<file path="src/hw/rtl/pcu_pkg.sv">
// Shared constants, types and saturation helpers of the perceptron engine.
// No dependencies; used by the interfaces, the result queue and the top level.
package pcu_pkg;

    localparam int FEATURES  = 40;
    localparam int ADDR_W    = (FEATURES > 1) ? $clog2(FEATURES) : 1;
    localparam int IDX_W     = 6;
    localparam int FEAT_W    = 16;
    localparam int W_W       = 32;
    localparam int SUM_W     = 48;
    localparam int LOSS_W    = 47;
    localparam int OUT_DEPTH = 8;
    localparam int OUT_PTR_W = $clog2(OUT_DEPTH);
    localparam int OUT_CNT_W = OUT_PTR_W + 1;

    localparam logic CMD_CLASSIFY = 1'b0;
    localparam logic CMD_UPDATE   = 1'b1;

    // 1.0 in Q24.8
    localparam logic signed [W_W:0] BIAS_STEP = (W_W + 1)'(256);

    localparam logic signed [SUM_W-1:0] SUM_MAX = {1'b0, {(SUM_W - 1){1'b1}}};
    localparam logic signed [SUM_W-1:0] SUM_MIN = {1'b1, {(SUM_W - 1){1'b0}}};
    localparam logic signed [W_W-1:0]   W_MAX   = {1'b0, {(W_W - 1){1'b1}}};
    localparam logic signed [W_W-1:0]   W_MIN   = {1'b1, {(W_W - 1){1'b0}}};

    typedef logic [ADDR_W-1:0]        t_addr;
    typedef logic signed [W_W-1:0]    t_weight;
    typedef logic signed [SUM_W-1:0]  t_sum;
    typedef logic signed [FEAT_W-1:0] t_feat;

    typedef struct packed {
        t_sum              score;
        logic              pred;
        logic              miss;
        logic [LOSS_W-1:0] loss;
    } t_result;

    // one guard bit in, clamp to the signed range
    function automatic t_sum sat_sum(input logic signed [SUM_W:0] v);
        t_sum r;
        if (v[SUM_W] != v[SUM_W-1]) begin
            r = v[SUM_W] ? SUM_MIN : SUM_MAX;
        end else begin
            r = v[SUM_W-1:0];
        end
        return r;
    endfunction

    function automatic t_weight sat_weight(input logic signed [W_W:0] v);
        t_weight r;
        if (v[W_W] != v[W_W-1]) begin
            r = v[W_W] ? W_MIN : W_MAX;
        end else begin
            r = v[W_W-1:0];
        end
        return r;
    endfunction

endpackage

</file>
<file path="src/hw/rtl/pcu_req_if.sv">
// Request channel of the perceptron engine: valid/ready plus one feature.
// Depends on pcu_pkg for field widths.
interface pcu_req_if import pcu_pkg::*; ();
    logic              valid;
    logic              ready;
    logic              command;
    logic [IDX_W-1:0]  feature_index;
    t_feat             feature_value;
    logic              label_positive;
    logic              last;

    modport source (output valid, command, feature_index, feature_value,
                    label_positive, last, input ready);
    modport sink   (input valid, command, feature_index, feature_value,
                    label_positive, last, output ready);
endinterface

</file>
<file path="src/hw/rtl/pcu_rsp_if.sv">
// Result channel of the perceptron engine: valid/ready plus one classification.
// Depends on pcu_pkg for field widths.
interface pcu_rsp_if import pcu_pkg::*; ();
    logic              valid;
    logic              ready;
    t_sum              score;
    logic              predicted_positive;
    logic              misclassified;
    logic [LOSS_W-1:0] loss_term;

    modport source (output valid, score, predicted_positive, misclassified,
                    loss_term, input ready);
    modport sink   (input valid, score, predicted_positive, misclassified,
                    loss_term, output ready);
endinterface

</file>
<file path="src/hw/rtl/pcu_ram.sv">
// Generic single-write, single-read RAM with registered (read-first) output.
// No dependencies.
module pcu_ram #(
    parameter int WIDTH = 32,
    parameter int DEPTH = 40,
    parameter int AW    = (DEPTH > 1) ? $clog2(DEPTH) : 1
) (
    input  logic             i_clk,
    input  logic             i_we,
    input  logic [AW-1:0]    i_waddr,
    input  logic [WIDTH-1:0] i_wdata,
    input  logic [AW-1:0]    i_raddr,
    output logic [WIDTH-1:0] o_rdata
);
    logic [WIDTH-1:0] r_mem [DEPTH];
    logic [WIDTH-1:0] r_rdata;

    always_ff @(posedge i_clk) begin
        if (i_we) begin
            r_mem[i_waddr] <= i_wdata;
        end
        r_rdata <= r_mem[i_raddr];
    end

    assign o_rdata = r_rdata;
endmodule

</file>
<file path="src/hw/rtl/pcu_fifo.sv">
// Result queue: holds finished classifications until the sink takes them.
// Depends on pcu_pkg and pcu_rsp_if.
module pcu_fifo import pcu_pkg::*; (
    input  logic      i_clk,
    input  logic      i_rst_n,
    input  logic      i_push,
    input  t_result   i_data,
    output logic      o_pop,
    pcu_rsp_if.source o_rsp
);
    t_result              r_mem [OUT_DEPTH];
    logic [OUT_PTR_W-1:0] r_wptr;
    logic [OUT_PTR_W-1:0] r_rptr;
    logic [OUT_CNT_W-1:0] r_cnt;
    logic                 w_pop;
    t_result              w_head;

    assign w_head = r_mem[r_rptr];
    assign w_pop  = o_rsp.valid && o_rsp.ready;

    always_ff @(posedge i_clk) begin
        if (i_push) begin
            r_mem[r_wptr] <= i_data;
        end
    end

    always_ff @(posedge i_clk) begin
        if (!i_rst_n) begin
            r_wptr <= '0;
            r_rptr <= '0;
            r_cnt  <= '0;
        end else begin
            if (i_push) begin
                r_wptr <= r_wptr + 1'b1;
            end
            if (w_pop) begin
                r_rptr <= r_rptr + 1'b1;
            end
            case ({i_push, w_pop})
                2'b10:   r_cnt <= r_cnt + 1'b1;
                2'b01:   r_cnt <= r_cnt - 1'b1;
                default: r_cnt <= r_cnt;
            endcase
        end
    end

    assign o_rsp.valid              = (r_cnt != '0);
    assign o_rsp.score              = w_head.score;
    assign o_rsp.predicted_positive = w_head.pred;
    assign o_rsp.misclassified      = w_head.miss;
    assign o_rsp.loss_term          = w_head.loss;
    assign o_pop                    = w_pop;
endmodule

</file>
<file path="src/hw/rtl/perceptron_classify_update.sv">
// Perceptron classify/update engine. A result reaches o_rsp through the stages
// and the result queue after its last classify request is taken. One request per
// cycle while i_req.ready is high (one weight read and one write-back or multiply).
// Reset (synchronous, active low) clears bias, running sum, queue and the
// per-entry valid bits, so all weights read as zero at once; no clearing pass.
// Depends on pcu_pkg, pcu_req_if, pcu_rsp_if, pcu_ram and pcu_fifo.
module perceptron_classify_update import pcu_pkg::*; (
    input  logic    i_clk,
    input  logic    i_rst_n,
    pcu_req_if.sink   i_req,
    pcu_rsp_if.source o_rsp
);
    // ------------------------------------------------------------------
    // Request intake and flow control.
    // r_pend counts result-bearing requests taken but not yet delivered;
    // it never exceeds the queue depth, so the pipeline never has to stall.
    // ------------------------------------------------------------------
    logic                 w_acc;
    logic                 w_pop;
    logic                 w_res_in;
    logic [OUT_CNT_W-1:0] r_pend;

    assign i_req.ready = (r_pend < OUT_CNT_W'(OUT_DEPTH));
    assign w_acc       = i_req.valid && i_req.ready;
    assign w_res_in    = w_acc && (i_req.command == CMD_CLASSIFY) && i_req.last;

    always_ff @(posedge i_clk) begin
        if (!i_rst_n) begin
            r_pend <= '0;
        end else begin
            case ({w_res_in, w_pop})
                2'b10:   r_pend <= r_pend + 1'b1;
                2'b01:   r_pend <= r_pend - 1'b1;
                default: r_pend <= r_pend;
            endcase
        end
    end

    // ------------------------------------------------------------------
    // Weight RAM. Read is issued straight from the request port; data is
    // back in stage 1, where an update writes the new weight in place.
    // ------------------------------------------------------------------
    t_addr   w_raddr;
    t_weight w_rdata;
    logic    w_we;
    t_weight n_weight;
    t_addr   r_s1_addr;

    assign w_raddr = ADDR_W'(i_req.feature_index);

    pcu_ram #(
        .WIDTH (W_W),
        .DEPTH (FEATURES)
    ) u_wram (
        .i_clk   (i_clk),
        .i_we    (w_we),
        .i_waddr (r_s1_addr),
        .i_wdata (n_weight),
        .i_raddr (w_raddr),
        .o_rdata (w_rdata)
    );

    // ------------------------------------------------------------------
    // Stage 1: resolve the weight, then either write back or multiply.
    // ------------------------------------------------------------------
    logic          r_s1_valid;
    logic          r_s1_cmd;
    logic          r_s1_inr;
    t_feat         r_s1_feat;
    logic          r_s1_pos;
    logic          r_s1_last;

    // one-deep write-back forward: covers a read issued in the same cycle
    // as the write to that entry (RAM returns the old word then)
    logic          r_wb_valid;
    t_addr         r_wb_addr;
    t_weight       r_wb_data;

    logic [FEATURES-1:0] r_wvld;   // entry written since reset
    t_weight       r_bias;

    t_weight              w_cur;
    logic                 w_fwd;
    logic signed [W_W:0]  w_feat_x;
    logic signed [W_W:0]  w_delta;
    t_sum                 w_prod;
    logic                 w_upd;

    always_ff @(posedge i_clk) begin
        r_s1_cmd  <= i_req.command;
        r_s1_addr <= w_raddr;
        r_s1_inr  <= (i_req.feature_index < FEATURES);
        r_s1_feat <= i_req.feature_value;
        r_s1_pos  <= i_req.label_positive;
        r_s1_last <= i_req.last;
        if (!i_rst_n) begin
            r_s1_valid <= 1'b0;
        end else begin
            r_s1_valid <= w_acc;
        end
    end

    assign w_fwd = r_wb_valid && (r_wb_addr == r_s1_addr);

    always_comb begin
        if (!r_s1_inr) begin
            w_cur = '0;
        end else if (w_fwd) begin
            w_cur = r_wb_data;
        end else if (r_wvld[r_s1_addr]) begin
            w_cur = w_rdata;
        end else begin
            w_cur = '0;
        end
    end

    assign w_upd    = r_s1_valid && (r_s1_cmd == CMD_UPDATE);
    assign w_we     = w_upd && r_s1_inr;
    assign w_feat_x = (W_W + 1)'(r_s1_feat);
    assign w_delta  = r_s1_pos ? w_feat_x : -w_feat_x;
    assign n_weight = sat_weight({w_cur[W_W-1], w_cur} + w_delta);
    // Q8.8 times Q24.8 is exact in Q32.16
    assign w_prod   = r_s1_feat * w_cur;

    always_ff @(posedge i_clk) begin
        r_wb_addr <= r_s1_addr;
        r_wb_data <= n_weight;
        if (!i_rst_n) begin
            r_wb_valid <= 1'b0;
            r_wvld     <= '0;
            r_bias     <= '0;
        end else begin
            r_wb_valid <= w_we;
            if (w_we) begin
                r_wvld[r_s1_addr] <= 1'b1;
            end
            if (w_upd && r_s1_last) begin
                r_bias <= sat_weight({r_bias[W_W-1], r_bias} +
                                     (r_s1_pos ? BIAS_STEP : -BIAS_STEP));
            end
        end
    end

    // ------------------------------------------------------------------
    // Stage 2: saturating accumulate. The bias is sampled in stage 1 so a
    // later update cannot leak into an earlier sample's score.
    // ------------------------------------------------------------------
    logic    r_s2_valid;
    logic    r_s2_last;
    logic    r_s2_pos;
    t_sum    r_s2_prod;
    t_weight r_s2_bias;
    t_sum    r_sum;
    t_sum    n_sum;

    always_ff @(posedge i_clk) begin
        r_s2_last <= r_s1_last;
        r_s2_pos  <= r_s1_pos;
        r_s2_prod <= w_prod;
        r_s2_bias <= r_bias;
        if (!i_rst_n) begin
            r_s2_valid <= 1'b0;
        end else begin
            r_s2_valid <= r_s1_valid && (r_s1_cmd == CMD_CLASSIFY);
        end
    end

    assign n_sum = sat_sum({r_sum[SUM_W-1], r_sum} + {r_s2_prod[SUM_W-1], r_s2_prod});

    always_ff @(posedge i_clk) begin
        if (!i_rst_n) begin
            r_sum <= '0;
        end else if (r_s2_valid) begin
            r_sum <= r_s2_last ? '0 : n_sum;   // sample done: restart
        end
    end

    // ------------------------------------------------------------------
    // Stage 3: add bias (Q24.8 -> Q32.16) to the finished sum.
    // ------------------------------------------------------------------
    logic    r_s3_valid;
    logic    r_s3_pos;
    t_sum    r_s3_acc;
    t_weight r_s3_bias;
    t_sum    w_bias_x;
    t_sum    n_score;

    always_ff @(posedge i_clk) begin
        r_s3_pos  <= r_s2_pos;
        r_s3_acc  <= n_sum;
        r_s3_bias <= r_s2_bias;
        if (!i_rst_n) begin
            r_s3_valid <= 1'b0;
        end else begin
            r_s3_valid <= r_s2_valid && r_s2_last;
        end
    end

    assign w_bias_x = {{(SUM_W - W_W - 8){r_s3_bias[W_W-1]}}, r_s3_bias, 8'b0};
    assign n_score  = sat_sum({r_s3_acc[SUM_W-1], r_s3_acc} +
                              {w_bias_x[SUM_W-1], w_bias_x});

    // ------------------------------------------------------------------
    // Stage 4: sign, label check and perceptron loss, then into the queue.
    // ------------------------------------------------------------------
    logic    r_s4_valid;
    logic    r_s4_pos;
    t_sum    r_s4_score;
    logic    w_pred;
    logic    w_miss;
    t_sum    w_neg;
    t_sum    w_loss;
    t_result w_res;

    always_ff @(posedge i_clk) begin
        r_s4_pos   <= r_s3_pos;
        r_s4_score <= n_score;
        if (!i_rst_n) begin
            r_s4_valid <= 1'b0;
        end else begin
            r_s4_valid <= r_s3_valid;
        end
    end

    assign w_pred = !r_s4_score[SUM_W-1] && (r_s4_score != '0);
    assign w_miss = (w_pred != r_s4_pos);
    // negating the most negative score clamps to the top
    assign w_neg  = (r_s4_score == SUM_MIN) ? SUM_MAX : -r_s4_score;

    always_comb begin
        if (!w_miss) begin
            w_loss = '0;
        end else if (r_s4_pos) begin
            w_loss = w_neg;        // score <= 0 here
        end else begin
            w_loss = r_s4_score;   // score > 0 here
        end
    end

    assign w_res.score = r_s4_score;
    assign w_res.pred  = w_pred;
    assign w_res.miss  = w_miss;
    assign w_res.loss  = w_loss[LOSS_W-1:0];

    pcu_fifo u_fifo (
        .i_clk   (i_clk),
        .i_rst_n (i_rst_n),
        .i_push  (r_s4_valid),
        .i_data  (w_res),
        .o_pop   (w_pop),
        .o_rsp   (o_rsp)
    );
endmodule
</file>
<file path="src/flat_wrapper.sv">
// flat-port wrapper written by rule: the top's interface ports become plain ports
module perceptron_classify_update_flat import pcu_pkg::*;
  (i_clk, i_rst_n, i_req_valid, i_req_command, i_req_feature_index, i_req_feature_value, i_req_label_positive, i_req_last, i_req_ready, o_rsp_valid, o_rsp_score, o_rsp_predicted_positive, o_rsp_misclassified, o_rsp_loss_term, o_rsp_ready);
  pcu_req_if i_req_i ();
  pcu_rsp_if o_rsp_i ();
  input  logic i_clk;
  input  logic i_rst_n;
  input wire logic [$bits(i_req_i.valid)-1:0] i_req_valid;
  input wire logic [$bits(i_req_i.command)-1:0] i_req_command;
  input wire logic [$bits(i_req_i.feature_index)-1:0] i_req_feature_index;
  input wire logic [$bits(i_req_i.feature_value)-1:0] i_req_feature_value;
  input wire logic [$bits(i_req_i.label_positive)-1:0] i_req_label_positive;
  input wire logic [$bits(i_req_i.last)-1:0] i_req_last;
  output wire logic [$bits(i_req_i.ready)-1:0] i_req_ready;
  output wire logic [$bits(o_rsp_i.valid)-1:0] o_rsp_valid;
  output wire logic [$bits(o_rsp_i.score)-1:0] o_rsp_score;
  output wire logic [$bits(o_rsp_i.predicted_positive)-1:0] o_rsp_predicted_positive;
  output wire logic [$bits(o_rsp_i.misclassified)-1:0] o_rsp_misclassified;
  output wire logic [$bits(o_rsp_i.loss_term)-1:0] o_rsp_loss_term;
  input wire logic [$bits(o_rsp_i.ready)-1:0] o_rsp_ready;
  assign i_req_i.valid = i_req_valid;
  assign i_req_i.command = i_req_command;
  assign i_req_i.feature_index = i_req_feature_index;
  assign i_req_i.feature_value = i_req_feature_value;
  assign i_req_i.label_positive = i_req_label_positive;
  assign i_req_i.last = i_req_last;
  assign i_req_ready = i_req_i.ready;
  assign o_rsp_valid = o_rsp_i.valid;
  assign o_rsp_score = o_rsp_i.score;
  assign o_rsp_predicted_positive = o_rsp_i.predicted_positive;
  assign o_rsp_misclassified = o_rsp_i.misclassified;
  assign o_rsp_loss_term = o_rsp_i.loss_term;
  assign o_rsp_i.ready = o_rsp_ready;
  perceptron_classify_update u_core (.i_clk(i_clk), .i_rst_n(i_rst_n), .i_req(i_req_i), .o_rsp(o_rsp_i));
endmodule
</file>
<file path="config.mk">
export PLATFORM = sky130hd
export DESIGN_NAME = perceptron_classify_update_flat
export DESIGN_NICKNAME = d
export VERILOG_FILES = /design/src/hw/rtl/pcu_pkg.sv /design/src/hw/rtl/pcu_req_if.sv /design/src/hw/rtl/pcu_rsp_if.sv /design/src/hw/rtl/pcu_ram.sv /design/src/hw/rtl/pcu_fifo.sv /design/src/hw/rtl/perceptron_classify_update.sv /design/src/flat_wrapper.sv
export SDC_FILE = /design/constraint.sdc
export NUM_CORES = 2
export LEC_CHECK = 0
export BUFFER_PORTS_ARGS = -buffer_cell sky130_fd_sc_hd__buf_2
export CAP_MARGIN = 30
export CORE_MARGIN = 5
export CORE_UTILIZATION = 60
export CTS_CLUSTER_SIZE = 30
export DETAILED_ROUTE_END_ITERATION = 8
export GPL_TIMING_DRIVEN = 0
export PLACE_DENSITY = 0.76
export SLEW_MARGIN = 20
export SYNTH_ARGS = -nofsm -noshare
export SYNTH_HDL_FRONTEND = slang
export SYNTH_SLANG_ARGS = --single-unit
</file>
<file path="constraint.sdc">
create_clock -name i_clk -period 15.2 [get_ports i_clk]
set_input_delay 3.04 -clock i_clk [delete_from_list [all_inputs] [get_ports i_clk]]
set_output_delay 3.04 -clock i_clk [all_outputs]
set_load 0.01 [all_outputs]
</file>
* Word level (Yosys, flattened, before mapping) *
Memory sizes are Yosys's and may differ from the RTL's. A register that Yosys moved wholly into a read port is not among the register bits.
Cells that the tools add are included.

cells by class
  reduce and logical (&&, ||, !) cells = 17
  mux-type cells = 29
  add/subtract/negate cells = 12
  order comparisons = 4
  equal/unequal tests = 11
  $mul = 1
  bitwise logic cells = 3

operators by type and width
  operator                count
  $mux W48                5
  $mux W32                7
  $mux W47                3
  $add A33 B33 Y33        2
  $mux W33                2
  $add A48 B40 Y49        1
  $add A48 B48 Y49        1
  $eq A48 B48 Y1 const B  1
  $mul A16 B32 Y48        1
  $reduce_bool A48 Y1     1
  $neg A47 Y47            1
  $or A40 B40 Y40         1
  $neg A16 Y33            1
  $pmux W4 S2             2
  $logic_and A1 B1 Y1     12
  $add A4 B1 Y4 const B   2
  $sub A4 B1 Y4 const B   2
  $lt A6 B7 Y1 const B    1
  $add A3 B1 Y3 const B   2
  $bmux W1 S6             1
  $demux W1 S6            1
  $eq A6 B6 Y1            1
  $ge A6 B1 Y1 const B    1
  $lt A6 B6 Y1 const B    1
  other kinds (10)        24

word-level totals
  bits in registers = 415
  memories = 2
  bits in writable memories = 2056
  input bits = 29
  output and inout bits = 99

memory list
  memory               depth  width  rd ports  clocked after memory_dff  write ports  RTL line        text
  u_core.u_wram.r_mem  40     32     1         1                         1            pcu_ram.sv:15   logic [WIDTH-1:0] r_mem [DEPTH];
  u_core.u_fifo.r_mem  8      97     1         1                         1            pcu_fifo.sv:11  t_result r_mem [OUT_DEPTH];

* Depth between registers and ports, before layout *
  depth after elaboration = 8
  mapped depth = 36

* Modules after synthesis *
Synthesis repeated with hierarchy kept, for this count alone.

unflattened totals
  cell total of the unflattened synthesis = 8306
  area, all modules = 119373.2 um^2

by module, submodules not included
  module                      area an instance (um^2)  cells an instance  instances  seq. area each (um^2)
  pcu_ram                     50617.3                  2562               1          39077.5
  perceptron_classify_update  38979.9                  4550               1          7687.4
  pcu_fifo                    29776.1                  1194               1          23562.6

* Worst setup path after synthesis *
OpenSTA, ideal clock, no wires.

  path type = reg2reg
  start point = reg u_core.r_s1_addr[0]
  end point = reg u_core.r_s2_prod[47]
  path slack = 6525 ps
  data arrival time = 8552 ps
  required time = 15077 ps
  buffers on the path = 3
  cell stages (with the launch flop) = 34
  library setup time = 123 ps
  cells stage by stage = dfxtp_1 buf_2 nor2b_1 a22oi_1 o22ai_1 a31oi_1 o221ai_1 clkbuf_1 nand3_1 a21boi_1 clkbuf_1 nand2_1 fa_1 fa_1 fa_1 inv_1 fa_1 fa_1 inv_1 fa_1 inv_1 ha_1 a21o_1 a21oi_1 o21ai_0 or3_1 nor3_1 o31ai_1 a2111oi_0 o41ai_1 a221o_1 a2111oi_0 nor3_1 xnor2_1

between the ends
  cells in the longest elaborated chain, start to end = 6
  elaborated cells between the ends (all ways) = 8
  those cells by class = 1 x mul; 1 x eq/ne; 5 x mux; 1 x reduce/logical

RTL lines
  what                           RTL line                           text
  start: declaration             perceptron_classify_update.sv:47   t_addr r_s1_addr;
  start signal: assignment       perceptron_classify_update.sv:91   r_s1_addr <= w_raddr;
  $bmux W1 S6                    perceptron_classify_update.sv:110  end else if (r_wvld[r_s1_addr]) begin
  $mux W1 (not written as such)  perceptron_classify_update.sv:110
  $mux W32                       perceptron_classify_update.sv:110
  $mux W32 (*)                   perceptron_classify_update.sv:108  end else if (w_fwd) begin
  $mux W32 (*)                   perceptron_classify_update.sv:106  if (!r_s1_inr) begin
  $mul A16 B32 Y48 (*)           perceptron_classify_update.sv:123  assign w_prod = r_s1_feat * w_cur;
  net u_core.w_prod[47]          perceptron_classify_update.sv:86   t_sum w_prod;
  end signal: assignment         perceptron_classify_update.sv:159  r_s2_prod <= w_prod;
  end: declaration               perceptron_classify_update.sv:151  t_sum r_s2_prod;

The timed path passes the listed nets; every way through them passes the cells marked *. The select of a mux whose other input is x is not followed.
A chain may end at the register's enable or synchronous reset.

* Final worst setup path *
Ends and elaborated chain as after synthesis.

==> flow_metrics.py <==
metrics = {
    "cts": {
        "path_clk_slew_ps": 60,
        "post_cts_buffers": 0,
        "clk_latency_ps": 910,
        "cts_sinks": 2485,
        "cts_root_buffer": "clkbuf_16",
        "cts_resized": 0,
        "numCtsBuffers": 235,
        "cts_tree": "done",
        "cts-hold-fix-buffers": 0,
        "clk_path_buf_depth": 3,
        "h-tree-depth": 4,
    },
    "run": {
        "drv_cap": 0,
    },
    "critical_path": {
        "slowest_delay_ps": 890,
        "r2r_start": "u_core.r_s1_addr[0]",
        "cp_common_cell": "fa_1",
        "crit_type": "flop to flop",
        "r2r_setup_slack_ps": 3090,
        "worstPathArrival_ps": 12860,
        "reg2reg_depth": 33,
        "r2r-end": "u_core.r_s2_prod[47]",
        "cp-end-kind": "flop",
        "cp_slowest_cell": "a21boi_1",
        "crit_fanout": 10,
        "crit_required_ps": 15950,
        "start_kind": "flop",
    },
    "pwr": {
        "vdd_drop_max_mv": 0.114,
        "fin_total_pwr_uw": 15000,
        "power_leakage_uw": 0.0479,
        "pwr_density_cell_mw_per_mm2": 113,
    },
    "placed_design": {
        "gp_congestion": 0.978,
        "numPortBuffers": 127,
        "placed_cell_area_sq_mm": 0.125,
        "dp_hpwl_um": 220000,
    },
    "final_layout": {
        "design_area_sq_mm": 0.133,
        "area_growth_pct": 13.9,
        "final_layout_size_suffix_gt1_share_pct": 18.7,
        "num-nets-final": 8906,
    },
    "timing": {
        "period_minus_slack_ps": 12110,
        "setup_violations": 0,
        "finClkSkew_ps": 101,
        "hold_viol_final": 0,
        "fin_crit_sh_pct": 79.7,
        "rsz0062_at_grt": "false",
        "tns_ps": 0,
        "drv_slew": 0,
        "slew_headroom_pct": 23.2,
        "fmax_mhz": 82.6,
        "tightestPinTransition_ps": 1150,
    },
    "floorplan": {
        "placementRows": 162,
        "die_h_um": 451,
        "core_area_sq_mm": 0.194,
        "die-area_sq_mm": 0.203,
        "start_util_pct": 60.1,
        "die_w_um": 451,
        "io_pins": 128,
    },
    "logic_synthesis": {
        "avgSynthCellArea_sq_um": 15.5,
        "synth-seq-area-share_pct": 60.2,
        "synth.ff_latch_count": 2485,
        "ys.warnings.count": 0,
        "yosysTopAreaCell": "edfxtp_1",
        "synth.distinct_cells": 85,
        "netlist_top_cells_area": "edfxtp_1 53%, mux4_2 11%, fa_1 8.4%",
        "synth_most_common_cell": "edfxtp_1",
        "synth-edff-count": 2056,
        "synthArstFlopShare_pct": 0,
        "syn_inst": 7525,
        "syn-num-nets": 8316,
        "synth_ff_type": "edfxtp_1",
        "synth_area_sq_mm": 0.117,
        "synth_top_area_share_pct": 52.9,
        "synth_commonest_cells": "2056 x edfxtp_1, 636 x inv_1, 584 x mux4_2",
    },
    "grt": {
        "overflow": 0,
        "grt_pass1_wl_um": 482000,
        "antenna_found_initial": 7,
        "grt_pass1_vias": 71876,
        "grt_max_degree": 42,
        "grtUsageTotal_pct": 32.3,
    },
    "routing": {
        "dr_total_vias": 70653,
        "vias_per_cell": 6.49,
        "drc": 0,
        "drt-total-wl_um": 328000,
        "first_pass_iters": 9,
        "drt_iter0_drc": 8991,
        "wl_per_cell_um": 30.1,
        "ant_nets": 0,
    },
    "worst_hold_path": {
        "holdPathEnd": "u_core.r_s3_bias[26]",
        "hold_start": "u_core.r_s2_bias[26]",
        "hp-class": "flop to flop",
        "min_path_cells": 0,
    },
    "status": {
        "status": "finished, final reports clean",
    },
}
[kinds of logic after synthesis]
kind of cell	share of synthesized area, %
flops	60.2
simple gates	5.37
buf+inv	3.27
compound gates	5.21
fa+ha+maj	11.5
mux	12.6
xor+xnor	1.86
[how the worst max path moves through the flow]
| stage | depth (start not counted) | slack, ps | end | from |
|---|---|---|---|---|
| finish | 33 | 3090 | u_core.r_s2_prod[47] | u_core.r_s1_addr[0] |
| global route | 33 | 2800 | u_core.r_s2_prod[47] | u_core.r_s1_addr[0] |
| CTS | 32 | 3080 | u_core.r_s2_prod[47] | u_core.r_s1_addr[0] |
| detailed placement | 33 | 3450 | u_core.r_s2_prod[47] | u_core.r_s1_addr[0] |
| global placement | 2 | 880 | u_core.u_fifo.r_mem[4][56] | u_core.r_s4_valid |
| floorplan | 33 | 6520 | u_core.r_s2_prod[47] | u_core.r_s1_addr[0] |
[per-stage QoR]
stage          cells  worst slack [ps]  hold slack [ps]  util, %
6_report       10880              3090              265     68.5
5_1_grt        10872              2800              266     68.5
4_1_cts        10837              3080              254     68.3
3_5_place_dp   10387              3450              312     64.2
3_3_place_gp   10194               875              311     62.1
2_1_floorplan   7525              6520              310        -
[cell type report]
type | count | area, sq um
antenna | 10 | 25.0
buffer | 363 | 1440
clock buffer | 288 | 6290
clock inverter | 162 | 1580
fill | 12304 | 61200
inverter | 638 | 2400
multi-input combinational | 4039 | 43300
sequential | 2485 | 70300
tap | 2542 | 3180
timing repair buffer | 353 | 4450
[flip-flops by register name, indices dropped and copies added (netlist names), 6 cells and up, named ones only]
signal and flops:
u_core.r_wvld 40, u_core.r_wb_data 32, u_core.u_wram.r_mem 1280, u_core.r_s2_bias 25, u_core.r_s1_addr 6, u_core.r_wb_addr 6
u_core.r_sum 48, u_core.r_s3_bias 25, u_core.r_s1_feat 16, u_core.r_s2_prod 48, u_core.u_wram.o_rdata 32, u_core.r_s3_acc 48
u_core.r_bias 25, u_core.r_s4_score 48, u_core.u_fifo.r_mem 776
[worst max-delay path: cells and delay by family (launching register included)]
kind	cells	cell delay [ps]
compound gates	12	3760
fa+ha+maj	7	3590
buf+inv	7	2130
simple gates	6	1600
flops	1	610
xor+xnor	1	220
[layer usage]
| layer | up-vias | track usage (%) | wire length, um |
|---|---|---|---|
| met1 | 35814 | 42.6 | 118000 |
| li1 | 29032 | - | - |
| met4 | 0 | 15.8 | 19300 |
| met2 | 4873 | 52.0 | 157000 |
| met5 | - | 0 | 0 |
| met3 | 934 | 6.35 | 33200 |
[power breakdown]
| part | switching [uW] | internal (uW) | total (uW) |
|---|---|---|---|
| sequential | 193 | 7680 | 7880 |
| combinational | 777 | 415 | 1190 |
| clock | 2650 | 3290 | 5940 |
| total | 3620 | 11400 | 15000 |
[layout by cell type, fill, tap and decap left out, types with 46 or more instances in the layout]
cell type,n
buf_2,150
xor2_1,115
nor2b_1,53
fa_1,492
ha_1,270
a211oi_1,54
a22o_1,84
edfxtp_1,2056
clkbuf_1,314
mux4_2,584
a21o_1,95
a21oi_1,267
o21ai_0,211
clkbuf_16,241
and2_1,211
dfxtp_1,429
nor2_1,284
buf_1,46
mux2_2,100
buf_16,62
clkinv_2,55
inv_1,636
nand2_1,458
buf_6,52
xnor2_1,133
nor2_4,46
nand3_1,84
buf_4,47
Note: power is estimated with default switching activity, not from simulation.
